--- src/rtl/core/pss_pkg.sv ---
package pss_pkg;

	// Timer width; the timeout, settle and halt delay registers are 16 bits wide.
	localparam int TIMER_BITS = 16;
	localparam int CFG_W      = 16;
	localparam int CMP_W      = (TIMER_BITS > CFG_W) ? TIMER_BITS : CFG_W;
	localparam logic [TIMER_BITS-1:0] TIMER_MAX = {TIMER_BITS{1'b1}};

	// Register indexes
	localparam logic [2:0] REG_DEBOUNCE     = 3'd0;
	localparam logic [2:0] REG_BOOT_TIMEOUT = 3'd1;
	localparam logic [2:0] REG_BOOT_SETTLE  = 3'd2;
	localparam logic [2:0] REG_HALT_DELAY   = 3'd3;
	localparam logic [2:0] REG_RESET_PULSE  = 3'd4;

	// Reset values of the registers
	localparam logic [7:0]  DEBOUNCE_RST     = 8'd200;
	localparam logic [15:0] BOOT_TIMEOUT_RST = 16'd2000;
	localparam logic [15:0] BOOT_SETTLE_RST  = 16'd100;
	localparam logic [15:0] HALT_DELAY_RST   = 16'd750;
	localparam logic [7:0]  RESET_PULSE_RST  = 8'd1;

	// Phase codes as seen on the port
	localparam logic [2:0] PH_SLEEP      = 3'd0;
	localparam logic [2:0] PH_ON         = 3'd1;
	localparam logic [2:0] PH_WAIT_BOOT  = 3'd2;
	localparam logic [2:0] PH_SETTLE     = 3'd3;
	localparam logic [2:0] PH_WAIT_HALT  = 3'd4;
	localparam logic [2:0] PH_HALT_DELAY = 3'd5;
	localparam logic [2:0] PH_RESET      = 3'd6;

	typedef enum logic [6:0] {
		ST_SLEEP      = 7'b0000001,
		ST_ON         = 7'b0000010,
		ST_WAIT_BOOT  = 7'b0000100,
		ST_SETTLE     = 7'b0001000,
		ST_WAIT_HALT  = 7'b0010000,
		ST_HALT_DELAY = 7'b0100000,
		ST_RESET      = 7'b1000000
	} state_t;

	typedef struct packed {
		logic [7:0]  debounce_ticks;
		logic [15:0] boot_timeout_ticks;
		logic [15:0] boot_settle_ticks;
		logic [15:0] halt_delay_ticks;
		logic [7:0]  reset_pulse_ticks;
	} cfg_t;

	typedef struct packed {
		logic       supply_enable;
		logic       peripheral_enable;
		logic       host_reset;
		logic [2:0] phase;
	} res_t;

	function automatic logic [2:0] phase_code(state_t st);
		logic [2:0] code;
		case (st)
			ST_ON:         code = PH_ON;
			ST_WAIT_BOOT:  code = PH_WAIT_BOOT;
			ST_SETTLE:     code = PH_SETTLE;
			ST_WAIT_HALT:  code = PH_WAIT_HALT;
			ST_HALT_DELAY: code = PH_HALT_DELAY;
			ST_RESET:      code = PH_RESET;
			default:       code = PH_SLEEP;
		endcase
		return code;
	endfunction

endpackage

--- src/rtl/core/pss_cfg.sv ---
module pss_cfg import pss_pkg::*; (
	input  logic        clk,
	input  logic        arst_n,
	input  logic        wr_en,
	input  logic [2:0]  wr_index,
	input  logic [15:0] wr_data,
	output cfg_t        cfg
);

	cfg_t cfg_q;

	always_ff @(posedge clk or negedge arst_n) begin
		if (!arst_n) begin
			cfg_q.debounce_ticks     <= DEBOUNCE_RST;
			cfg_q.boot_timeout_ticks <= BOOT_TIMEOUT_RST;
			cfg_q.boot_settle_ticks  <= BOOT_SETTLE_RST;
			cfg_q.halt_delay_ticks   <= HALT_DELAY_RST;
			cfg_q.reset_pulse_ticks  <= RESET_PULSE_RST;
		end else if (wr_en) begin
			case (wr_index)
				REG_DEBOUNCE:     cfg_q.debounce_ticks     <= wr_data[7:0];
				REG_BOOT_TIMEOUT: cfg_q.boot_timeout_ticks <= wr_data;
				REG_BOOT_SETTLE:  cfg_q.boot_settle_ticks  <= wr_data;
				REG_HALT_DELAY:   cfg_q.halt_delay_ticks   <= wr_data;
				REG_RESET_PULSE:  cfg_q.reset_pulse_ticks  <= wr_data[7:0];
				default: ;
			endcase
		end
	end

	assign cfg = cfg_q;

endmodule

--- src/rtl/core/pss_step.sv ---
module pss_step import pss_pkg::*; (
	input  logic clk,
	input  logic arst_n,
	input  logic tick,
	input  logic switch_on,
	input  logic host_running,
	input  cfg_t cfg,
	output res_t res
);

	state_t                state_q, state_d;
	logic [7:0]            deb_q, deb_d;
	logic [TIMER_BITS-1:0] timer_q, timer_d, timer_inc;
	logic [7:0]            deb_inc;
	logic                  settle_done, halt_done, pulse_done, boot_done;

	assign timer_inc = (timer_q == TIMER_MAX) ? timer_q : timer_q + 1'b1;
	assign deb_inc   = (deb_q < cfg.debounce_ticks) ? deb_q + 8'd1 : deb_q;

	// holds count the entry tick, so compare against the incremented timer
	assign boot_done   = host_running ||
		(CMP_W'(timer_inc) >= CMP_W'(cfg.boot_timeout_ticks));
	assign settle_done = CMP_W'(timer_inc) >= CMP_W'(cfg.boot_settle_ticks);
	assign halt_done   = CMP_W'(timer_inc) >= CMP_W'(cfg.halt_delay_ticks);
	assign pulse_done  = CMP_W'(timer_inc) >= CMP_W'(cfg.reset_pulse_ticks);

	always_comb begin
		state_d = state_q;
		deb_d   = deb_q;
		timer_d = timer_q;
		case (state_q)
			ST_ON: begin
				if (switch_on) begin
					deb_d = '0;
				end else begin
					deb_d = deb_inc;
					if (deb_inc >= cfg.debounce_ticks) begin
						timer_d = '0;
						state_d = host_running ? ST_WAIT_HALT : ST_WAIT_BOOT;
					end
				end
			end
			ST_WAIT_BOOT: begin
				timer_d = timer_inc;
				if (boot_done) begin
					timer_d = '0;
					state_d = ST_SETTLE;
				end
			end
			ST_SETTLE: begin
				timer_d = timer_inc;
				if (settle_done) begin
					timer_d = '0;
					if (switch_on) begin
						deb_d   = '0;
						state_d = ST_ON;
					end else begin
						state_d = ST_WAIT_HALT;
					end
				end
			end
			ST_WAIT_HALT: begin
				if (!host_running) begin
					timer_d = '0;
					state_d = ST_HALT_DELAY;
				end
			end
			ST_HALT_DELAY: begin
				timer_d = timer_inc;
				if (halt_done) begin
					timer_d = '0;
					state_d = switch_on ? ST_RESET : ST_SLEEP;
				end
			end
			ST_RESET: begin
				timer_d = timer_inc;
				if (pulse_done) begin
					timer_d = '0;
					deb_d   = '0;
					state_d = ST_ON;
				end
			end
			default: begin
				state_d = ST_SLEEP;
				if (switch_on) begin
					deb_d   = '0;
					timer_d = '0;
					state_d = ST_ON;
				end
			end
		endcase
	end

	always_ff @(posedge clk or negedge arst_n) begin
		if (!arst_n) begin
			state_q <= ST_SLEEP;
			deb_q   <= '0;
			timer_q <= '0;
		end else if (tick) begin
			state_q <= state_d;
			deb_q   <= deb_d;
			timer_q <= timer_d;
		end
	end

	// result reflects the phase after this tick
	always_comb begin
		res.phase      = phase_code(state_d);
		res.host_reset = 1'b0;
		case (state_d)
			ST_SLEEP: begin
				res.supply_enable     = 1'b0;
				res.peripheral_enable = 1'b0;
			end
			ST_ON: begin
				res.supply_enable     = 1'b1;
				res.peripheral_enable = 1'b1;
			end
			ST_RESET: begin
				res.supply_enable     = 1'b1;
				res.peripheral_enable = 1'b1;
				res.host_reset        = 1'b1;
			end
			default: begin
				res.supply_enable     = 1'b1;
				res.peripheral_enable = switch_on;
			end
		endcase
	end

endmodule

--- src/rtl/core/pss_outbuf.sv ---
module pss_outbuf import pss_pkg::*; (
	input  logic clk,
	input  logic arst_n,
	input  logic push,
	input  res_t push_data,
	output logic full,
	output logic out_valid,
	input  logic out_stall,
	output res_t out_data
);

	logic out_valid_q, skid_valid_q;
	res_t out_q, skid_q;
	logic pop, load_out;

	assign pop      = out_valid_q && !out_stall;
	assign load_out = !out_valid_q || !out_stall;

	always_ff @(posedge clk or negedge arst_n) begin
		if (!arst_n) begin
			out_valid_q  <= 1'b0;
			skid_valid_q <= 1'b0;
		end else begin
			if (skid_valid_q) begin
				// no push while the skid stage is occupied
				if (pop) begin
					skid_valid_q <= 1'b0;
				end
			end else if (push) begin
				if (load_out) begin
					out_valid_q <= 1'b1;
				end else begin
					skid_valid_q <= 1'b1;
				end
			end else if (pop) begin
				out_valid_q <= 1'b0;
			end
		end
	end

	always_ff @(posedge clk) begin
		if (skid_valid_q && pop) begin
			out_q <= skid_q;
		end else if (push && load_out && !skid_valid_q) begin
			out_q <= push_data;
		end
		if (push && !load_out && !skid_valid_q) begin
			skid_q <= push_data;
		end
	end

	assign full      = skid_valid_q;
	assign out_valid = out_valid_q;
	assign out_data  = out_q;

endmodule

--- src/rtl/core/power_switch_shutdown_sequencer_core.sv ---
// Power switch shutdown sequencer. Each accepted transaction is one timing tick
// with the sampled switch and host-running levels; every tick yields exactly one
// result showing supply, peripheral and host reset enables and the phase after
// that tick. The phase, debounce count and timer update in the cycle the tick is
// taken, so a tick can be taken every clock while in_stall is low; the result
// is registered in an output register with a one-entry skid stage, and in_stall
// rises only when both are occupied. Configuration writes are always ready and
// should be made while no tick is in flight; indexes above four are ignored.
module power_switch_shutdown_sequencer_core import pss_pkg::*; (
	input  logic        clk,
	input  logic        arst_n,
	input  logic        in_valid,
	output logic        in_stall,
	input  logic        switch_on,
	input  logic        host_running,
	output logic        out_valid,
	input  logic        out_stall,
	output logic        supply_enable,
	output logic        peripheral_enable,
	output logic        host_reset,
	output logic [2:0]  phase,
	input  logic        cfg_valid,
	output logic        cfg_ready,
	input  logic [2:0]  cfg_index,
	input  logic [15:0] cfg_data
);

	cfg_t cfg;
	res_t res, out_data;
	logic tick, full;

	assign cfg_ready = 1'b1;
	assign in_stall  = full;
	assign tick      = in_valid && !full;

	pss_cfg u_cfg (
		.clk      (clk),
		.arst_n   (arst_n),
		.wr_en    (cfg_valid && cfg_ready),
		.wr_index (cfg_index),
		.wr_data  (cfg_data),
		.cfg      (cfg)
	);

	pss_step u_step (
		.clk          (clk),
		.arst_n       (arst_n),
		.tick         (tick),
		.switch_on    (switch_on),
		.host_running (host_running),
		.cfg          (cfg),
		.res          (res)
	);

	pss_outbuf u_outbuf (
		.clk       (clk),
		.arst_n    (arst_n),
		.push      (tick),
		.push_data (res),
		.full      (full),
		.out_valid (out_valid),
		.out_stall (out_stall),
		.out_data  (out_data)
	);

	assign supply_enable     = out_data.supply_enable;
	assign peripheral_enable = out_data.peripheral_enable;
	assign host_reset        = out_data.host_reset;
	assign phase             = out_data.phase;

	// skid stage only fills behind a held output
	a_stall_needs_out: assert property (@(posedge clk) disable iff (!arst_n)
		in_stall |-> out_valid)
		else $error("input stalled with no result pending");

	a_stall_clears: assert property (@(posedge clk) disable iff (!arst_n)
		in_stall && !out_stall |=> !in_stall)
		else $error("skid stage not drained after output taken");

	a_reset_phase: assert property (@(posedge clk) disable iff (!arst_n)
		out_valid && host_reset |-> phase == PH_RESET && supply_enable)
		else $error("host reset outside reset pulse phase");

	a_sleep_supply: assert property (@(posedge clk) disable iff (!arst_n)
		out_valid && !supply_enable |-> phase == PH_SLEEP && !peripheral_enable)
		else $error("supply off outside sleep phase");

endmodule
--- config.mk ---
export PLATFORM = sky130hd
export DESIGN_NAME = power_switch_shutdown_sequencer_core
export DESIGN_NICKNAME = d
export VERILOG_FILES = /design/src/rtl/core/pss_pkg.sv /design/src/rtl/core/pss_cfg.sv /design/src/rtl/core/pss_step.sv /design/src/rtl/core/pss_outbuf.sv /design/src/rtl/core/power_switch_shutdown_sequencer_core.sv
export SDC_FILE = /design/constraint.sdc
export NUM_CORES = 1
export LEC_CHECK = 0
export ABC_AREA = 1
export BUFFER_PORTS_ARGS = -buffer_cell sky130_fd_sc_hd__buf_2
export CAP_MARGIN = 10
export CELL_PAD_IN_SITES_DETAIL_PLACEMENT = 1
export CELL_PAD_IN_SITES_GLOBAL_PLACEMENT = 1
export CORE_ASPECT_RATIO = 0.8
export CORE_MARGIN = 10
export CORE_UTILIZATION = 38
export DETAILED_ROUTE_END_ITERATION = 12
export PLACE_DENSITY_LB_ADDON = 0.1
export SETUP_SLACK_MARGIN = 0.5
export SKIP_CTS_REPAIR_TIMING = 1
export SLEW_MARGIN = 5
export SYNTH_ARGS = -nofsm -noshare
export SYNTH_HDL_FRONTEND = slang
export SYNTH_SLANG_ARGS = --single-unit
--- constraint.sdc ---
create_clock -name clk -period 7.3 [get_ports clk]
set_input_delay 1.46 -clock clk [delete_from_list [all_inputs] [get_ports clk]]
set_output_delay 1.46 -clock clk [all_outputs]
set_load 0.05 [all_outputs]
==> flow_metrics.tcl, run 1 <==
set metrics [dict create \
    status "completed" \
    power.switching_mw 0.859 \
    p_comb_frac 0.367 \
    synth_top_area_share 0.264 \
    synth_cells 901 \
    gp_congestion 0.937 \
    synth_xor_area_frac 0.0158 \
    finalCriticalPeriod_ns 4.22 \
    synth_area_leaders "dfrtp_1 26%, ha_1 13%, nand2_1 11%, inv_1 7.9%, dfstp_2 7.7%" \
    die_area_um2 24900 \
    worstPathMaxFanout 16 \
    regToRegStartpoint "u_cfg.cfg[59]$_DFFE_PN1P_" \
    seq_area_frac_synth 0.391 \
    diodes 0 \
    yosys.area_share.simple 0.240 \
    syn_area_per_cell_um2 7.99 \
    r2r_cells 20 \
    end_kind "flop" \
    hold_violations 0 \
    p_sw_frac 0.400 \
    postPlaceCellArea_um2 7590 \
    irDropWorstVdd_mv 0.166 \
    antenna_found_initial 0 \
    min_from "u_cfg.cfg[7]$_DFFE_PN0P_" \
    cts.sinks 109 \
    synth_ff_type "dfrtp_1" \
    clk_latency_ns 0.36 \
    pwr-share-seq 0.385 \
    power_frac_clock 0.248 \
    grt_start_max_net_pins 67 \
    r2r-end "u_step.timer_q[13]$_DFFE_PN0P_" \
    die_x_um 174 \
    wl_per_cell_um 16.9 \
    grt_setup_unrepaired "false" \
    drt-vias-per-instance 5.03 \
    drtIter0Drc 259 \
    ctsRootBufferMaster "clkbuf_16" \
    synth_top_area_cell "dfrtp_1" \
    path_class "reg2reg" \
    ys_types 47 \
    grt.overflow.total 0 \
    hold_depth 2 \
    yosys_warnings 0 \
    area.growth.synth_to_final_pct 9.96 \
    drc 0 \
    dp_hpwl_um 15800 \
    fmax_mhz 237 \
    async_flop_share 0.890 \
    cp-start-kind "flop" \
    fin_util 0.430 \
    core_area_um2 18400 \
    finClkSkew_ns 0.0127 \
    r2r_slack_ns 3.08 \
    pwr_density_cell_nw_per_um2 271 \
    synth_compound_area_frac 0.124 \
    first_pass_iters 4 \
    p_int_mw 1.29 \
    grt_usage 0.168 \
    grt_pass1_vias 6560 \
    fp.dieH_um 143 \
    cts_buffers 9 \
    worst_slew_pin_slew_ns 1.09 \
    final_common_cell "nand2_1" \
    cp.required_ns 7.59 \
    path_clk_slew_ns 0.07 \
    synth.ff_latch_count 109 \
    synth_edf_count 12 \
    h-tree-depth 3 \
    initial_core_util 0.391 \
    cellLeakagePower_nw 4.04 \
    final.setup.tns_ns 0 \
    fin_crit_sh 0.578 \
    cts_tree "built" \
    design_area_um2 7910 \
    vias 5969 \
    hold_path_class "reg2reg" \
    dp_slack_ns 3.13 \
    grt_pass1_wl_um 34200 \
    final_nets 1028 \
    worstHoldEndpoint "u_cfg.cfg[7]$_DFFE_PN0P_" \
    drv_slew 0 \
    layout_common_cells "207 x nand2_1, 152 x inv_1, 94 x o21ai_0" \
    max-cap-violations 0 \
    ant_nets 0 \
    synth_top_family_by_area "simple AND/OR/NAND/NOR gates" \
    clk_path_buf_depth 2 \
    fin_ws_ns 3.08 \
    worstPathArrival_ns 4.51 \
    relSlewSlack 0.269 \
    synthAdderAreaFrac 0.127 \
    io_pins 35 \
    finalWirelength_um 20000 \
    port_buffers 33 \
    synth_nets 1000 \
    synth.area.mux_share 0.00139 \
    power_mw 2.15 \
    setup_viol 0 \
    row_count 44 \
    drive_gt1_frac 0.140 \
    netlist_area_um2 7200 \
]
[area by class of cell]
type	instances	area, µm²
clock inverters	4	53.8
multi-input cells	612	3670
clock buffers	12	267
fillers	2303	10500
repair buffers	36	190
well taps	253	317
inverters	161	607
flip-flops and latches	109	2810
[kinds of logic (layout without fill, tap and decap cells)]
| group | Yosys count | after routing |
|---|---|---|
| adders and majority gates | 73 | 73 |
| other | 1 | 1 |
| and+or+nand+nor | 364 | 364 |
| AOI/OAI and AO/OA | 160 | 160 |
| DFF | 109 | 109 |
| buffers and inverters | 180 | 213 |
| muxes | 1 | 1 |
| xor gates and xnor gates | 13 | 13 |
[power groups by stage]
stage	logic, mW	registers [mW]	clock network [mW]
6_report	0.789	0.826	0.533
5_1_grt	0.895	0.843	0.574
4_1_cts	0.798	0.828	0.551
3_5_place_dp	0.792	0.837	0
3_3_place_gp	0.760	0.831	0
2_1_floorplan	0.519	0.893	0
[worst max-delay path, cell delays in order, from the launching register on]
cell and delay (ns):
dfstp_2 0.53, inv_1 0.05, ha_1 0.30, a21oi_1 0.15, o21ai_0 0.12, nand4_1 0.09
o211ai_1 0.36, nor2_1 0.24, xnor2_1 0.13, inv_1 0.08, ha_1 0.29, inv_1 0.06
o31ai_1 0.29, nand2_1 0.08, nand3_1 0.12, nand2_1 0.08, nand2_1 0.16, nand4_4 0.27
nor2_4 0.47, nand3_1 0.17, o21ai_2 0.09
[per-stage QoR]
| step | hold WS, ns | std cells |
|---|---|---|
| after CTS | 0.495 | 1187 |
| after global placement | 0.469 | 1171 |
| after floorplan | 0.453 | 901 |
| final | 0.491 | 1187 |
| after detailed placement | 0.478 | 1171 |
| after global routing | 0.515 | 1187 |
[sequential cells by signal, summed over array words and instances (netlist names)]
signal,flops
u_outbuf.out_valid,1
u_outbuf.out_data,6
u_step.state_q,7
u_outbuf.skid_q,6
u_step.deb_q,8
u_step.timer_q,16
u_cfg.cfg,64
u_outbuf.full,1
[routing by layer]
metal  global-route usage  wire length, µm  share of wire  vias to the layer above
li1                     -                -              -                     2966
met1                0.230            10300           0.51                     2915
met2                0.268             8920           0.45                       70
met3               0.0274              588          0.029                       18
met4               0.0449              274          0.014                        0
met5                    0                0              0                        -
[synthesized netlist by cell type (8+ instances only)]
cell type	number
a21oi_1	38
clkbuf_1	13
dfrtp_1	76
dfstp_2	21
edfxtp_1	12
ha_1	73
inv_1	152
nand2_1	207
nand2_2	8
nand3_1	49
nand3_2	11
nor2_1	42
nor3_1	10
o21ai_0	94
xor2_1	9
[how the worst max path moves through the flow]
stage                                           to  cells after the start                 startpoint  slack [ns]
CTS                 u_step.timer_q[14]$_DFFE_PN0P_                     18  u_cfg.cfg[63]$_DFFE_PN1P_        3.08
global route        u_step.timer_q[14]$_DFFE_PN0P_                     18  u_cfg.cfg[63]$_DFFE_PN1P_        2.56
finish              u_step.timer_q[13]$_DFFE_PN0P_                     20  u_cfg.cfg[59]$_DFFE_PN1P_        3.08
detailed placement  u_step.timer_q[14]$_DFFE_PN0P_                     18  u_cfg.cfg[63]$_DFFE_PN1P_        3.13
global placement    u_step.timer_q[12]$_DFFE_PN0P_                     18  u_cfg.cfg[63]$_DFFE_PN1P_        3.27
floorplan           u_outbuf.out_data[4]$_DFFE_PP_                     22  u_cfg.cfg[59]$_DFFE_PN1P_        4.03
No activity file was read; power rests on OpenSTA's default activity.
==> inputs of run 2 (changes only) <==
- clock period: 7.3 -> 3.6 ns (I/O delays scaled with it)
==> run 2 against run 1 <==
  * Critical path depth is 2 higher
  * Via count rose by 4.8%
  * Critical endpoint is now u_outbuf.out_data[4]$_DFFE_PP_
  * Clock-buffer cell count decreased by 3
  * Clock skew decreased by 0.0020 ns
  * Non-clock buffer count up 46
  * Routed wire length rose by 11%
  * Sequential power rose by 100%
  * Largest cell class unchanged
  * Clock power increased by 97%
==> flow_metrics.tcl, run 2 (synthesis results as in run 1) <==
set metrics [dict create \
    path_delay_family "simple AND/OR/NAND/NOR gates" \
    pwr_density_cell_nw_per_um2 535 \
    crit_chain "inv_1 -> ha_1 -> nand2_1 -> inv_1 -> nand4_1 -> o211ai_1 -> buf_4 -> nor2_2 -> xnor2_1 -> inv_1 -> ha_4 -> inv_2 -> o31ai_4 -> nand2_1 -> nand3_2 -> nand2_2 -> nand2_4 -> nand3_4 -> nor2_4 -> nand3_2 -> nand2_1 -> nand2_1" \
    cp.required_ns 3.72 \
    antenna_found_initial 0 \
    port_buffers 33 \
    row_count 44 \
    initial_core_util 0.391 \
    r2r-end "u_outbuf.out_data[4]$_DFFE_PP_" \
    fp.dieH_um 143 \
    max-cap-violations 0 \
    fin_crit_sh 0.975 \
    hold_path_class "in2async" \
    regToRegStartpoint "u_cfg.cfg[63]$_DFFE_PN1P_" \
    hold_violations 0 \
    worstPathArrival_ns 3.63 \
    diodes 0 \
    r2r_cells 22 \
    ctsRootBufferMaster "clkbuf_16" \
    path_clk_slew_ns 0.08 \
    vias 6257 \
    core_area_um2 18400 \
    slowest_delay_ns 0.53 \
    worstPathMaxFanout 7 \
    ant_nets 0 \
    dp_hpwl_um 16100 \
    drt-vias-per-instance 5.07 \
    grt.overflow.total 0 \
    status "completed" \
    clk_latency_ns 0.37 \
    area.growth.synth_to_final_pct 24.4 \
    h-tree-depth 3 \
    grt_pass1_vias 6401 \
    wl_per_cell_um 18.0 \
    r2r_slack_ns 0.09 \
    grt_usage 0.167 \
    drive_gt1_frac 0.288 \
    nFillCells 2211 \
    timing.critical_path.buf_inv 5 \
    path_class "reg2reg" \
    first_pass_iters 4 \
    irDropWorstVdd_mv 0.241 \
    final_common_cell "nand2_1" \
    critPathMostFrequentCell "nand2_1" \
    gp_congestion 0.876 \
    clk_path_buf_depth 2 \
    crit_cells 22 \
    largest_register_ffs 64 \
    drv_slew 0 \
    grt_pass1_wl_um 33700 \
    finClkSkew_ns 0.0106 \
    layout_common_cells "184 x nand2_1, 142 x inv_1, 83 x o21ai_0" \
    slowest_stage "dfstp_2" \
    cts_tree "built" \
    finalWirelength_um 22200 \
    drtIter0Drc 332 \
    fmax_mhz 285 \
    grt_setup_unrepaired "true" \
    cts.sinks 109 \
    io_pins 35 \
    final.setup.tns_ns 0 \
    grt_start_max_net_pins 56 \
    die_area_um2 24900 \
    cp-start-kind "flop" \
    worst_slew_pin_slew_ns 1.18 \
    cts_buffers 9 \
    power_mw 4.78 \
    finalCriticalPeriod_ns 3.51 \
    relSlewSlack 0.207 \
    crit_start "u_cfg.cfg[63]$_DFFE_PN1P_" \
    cellLeakagePower_nw 4.40 \
    drc 0 \
    final_nets 1074 \
    die_x_um 174 \
    end_kind "flop" \
    setup_viol 0 \
]
run 2: changes by cell type in the layout (fill, tap and decap cells not counted), sizes merged:
| cell | previous run | this run |
|---|---|---|
| clkinvlp | 2 | 0 |
| clkinv | 2 | 7 |
| buf | 36 | 79 |
run 2: worst max-delay path by stage:
stage / to
floorplan: u_outbuf.out_data[4]$_DFFE_PP_
global placement: u_outbuf.out_data[1]$_DFFE_PP_
detailed placement: u_step.timer_q[12]$_DFFE_PN0P_
CTS: u_step.timer_q[11]$_DFFE_PN0P_
global route: u_outbuf.out_data[4]$_DFFE_PP_
finish: u_outbuf.out_data[4]$_DFFE_PP_
run 2: metrics by stage:
step / setup WS [ns] / utilization / instance area, µm² / hold slack (ns) / std cells
2_1_floorplan: 0.487 / - / 7220 / 0.424 / 901
3_3_place_gp: -0.116 / 0.420 / 7730 / 0.468 / 1185
3_5_place_dp: -0.346 / 0.420 / 7730 / 0.475 / 1185
4_1_cts: -0.385 / 0.437 / 8030 / 0.436 / 1201
5_1_grt: -0.0959 / 0.487 / 8950 / 0.453 / 1233
6_report: 0.0911 / 0.487 / 8950 / 0.402 / 1233
run 2: power breakdown:
group,internal (mW),switching [mW]
clock,0.545,0.510
sequential,1.54,0.140
combinational,0.726,1.33
total,2.81,1.98
run 2: cell type report:
class | count | area (µm²) | share of cell area
Tap cell | 253 | 317 | 0.0354
Sequential cell | 109 | 2820 | 0.315
Timing Repair Buffer | 82 | 648 | 0.0724
Clock inverter | 7 | 75.1 | 0.00839
Clock buffer | 9 | 225 | 0.0252
Multi-Input combinational cell | 612 | 4250 | 0.475
Inverter | 161 | 614 | 0.0686
run 2: metal layers:
layer,routed length [µm],GRT usage,up-vias
li1,-,-,3069
met1,11000,0.227,3081
met2,10300,0.267,80
met3,587,0.0298,27
met4,363,0.0463,0
met5,0,0,-
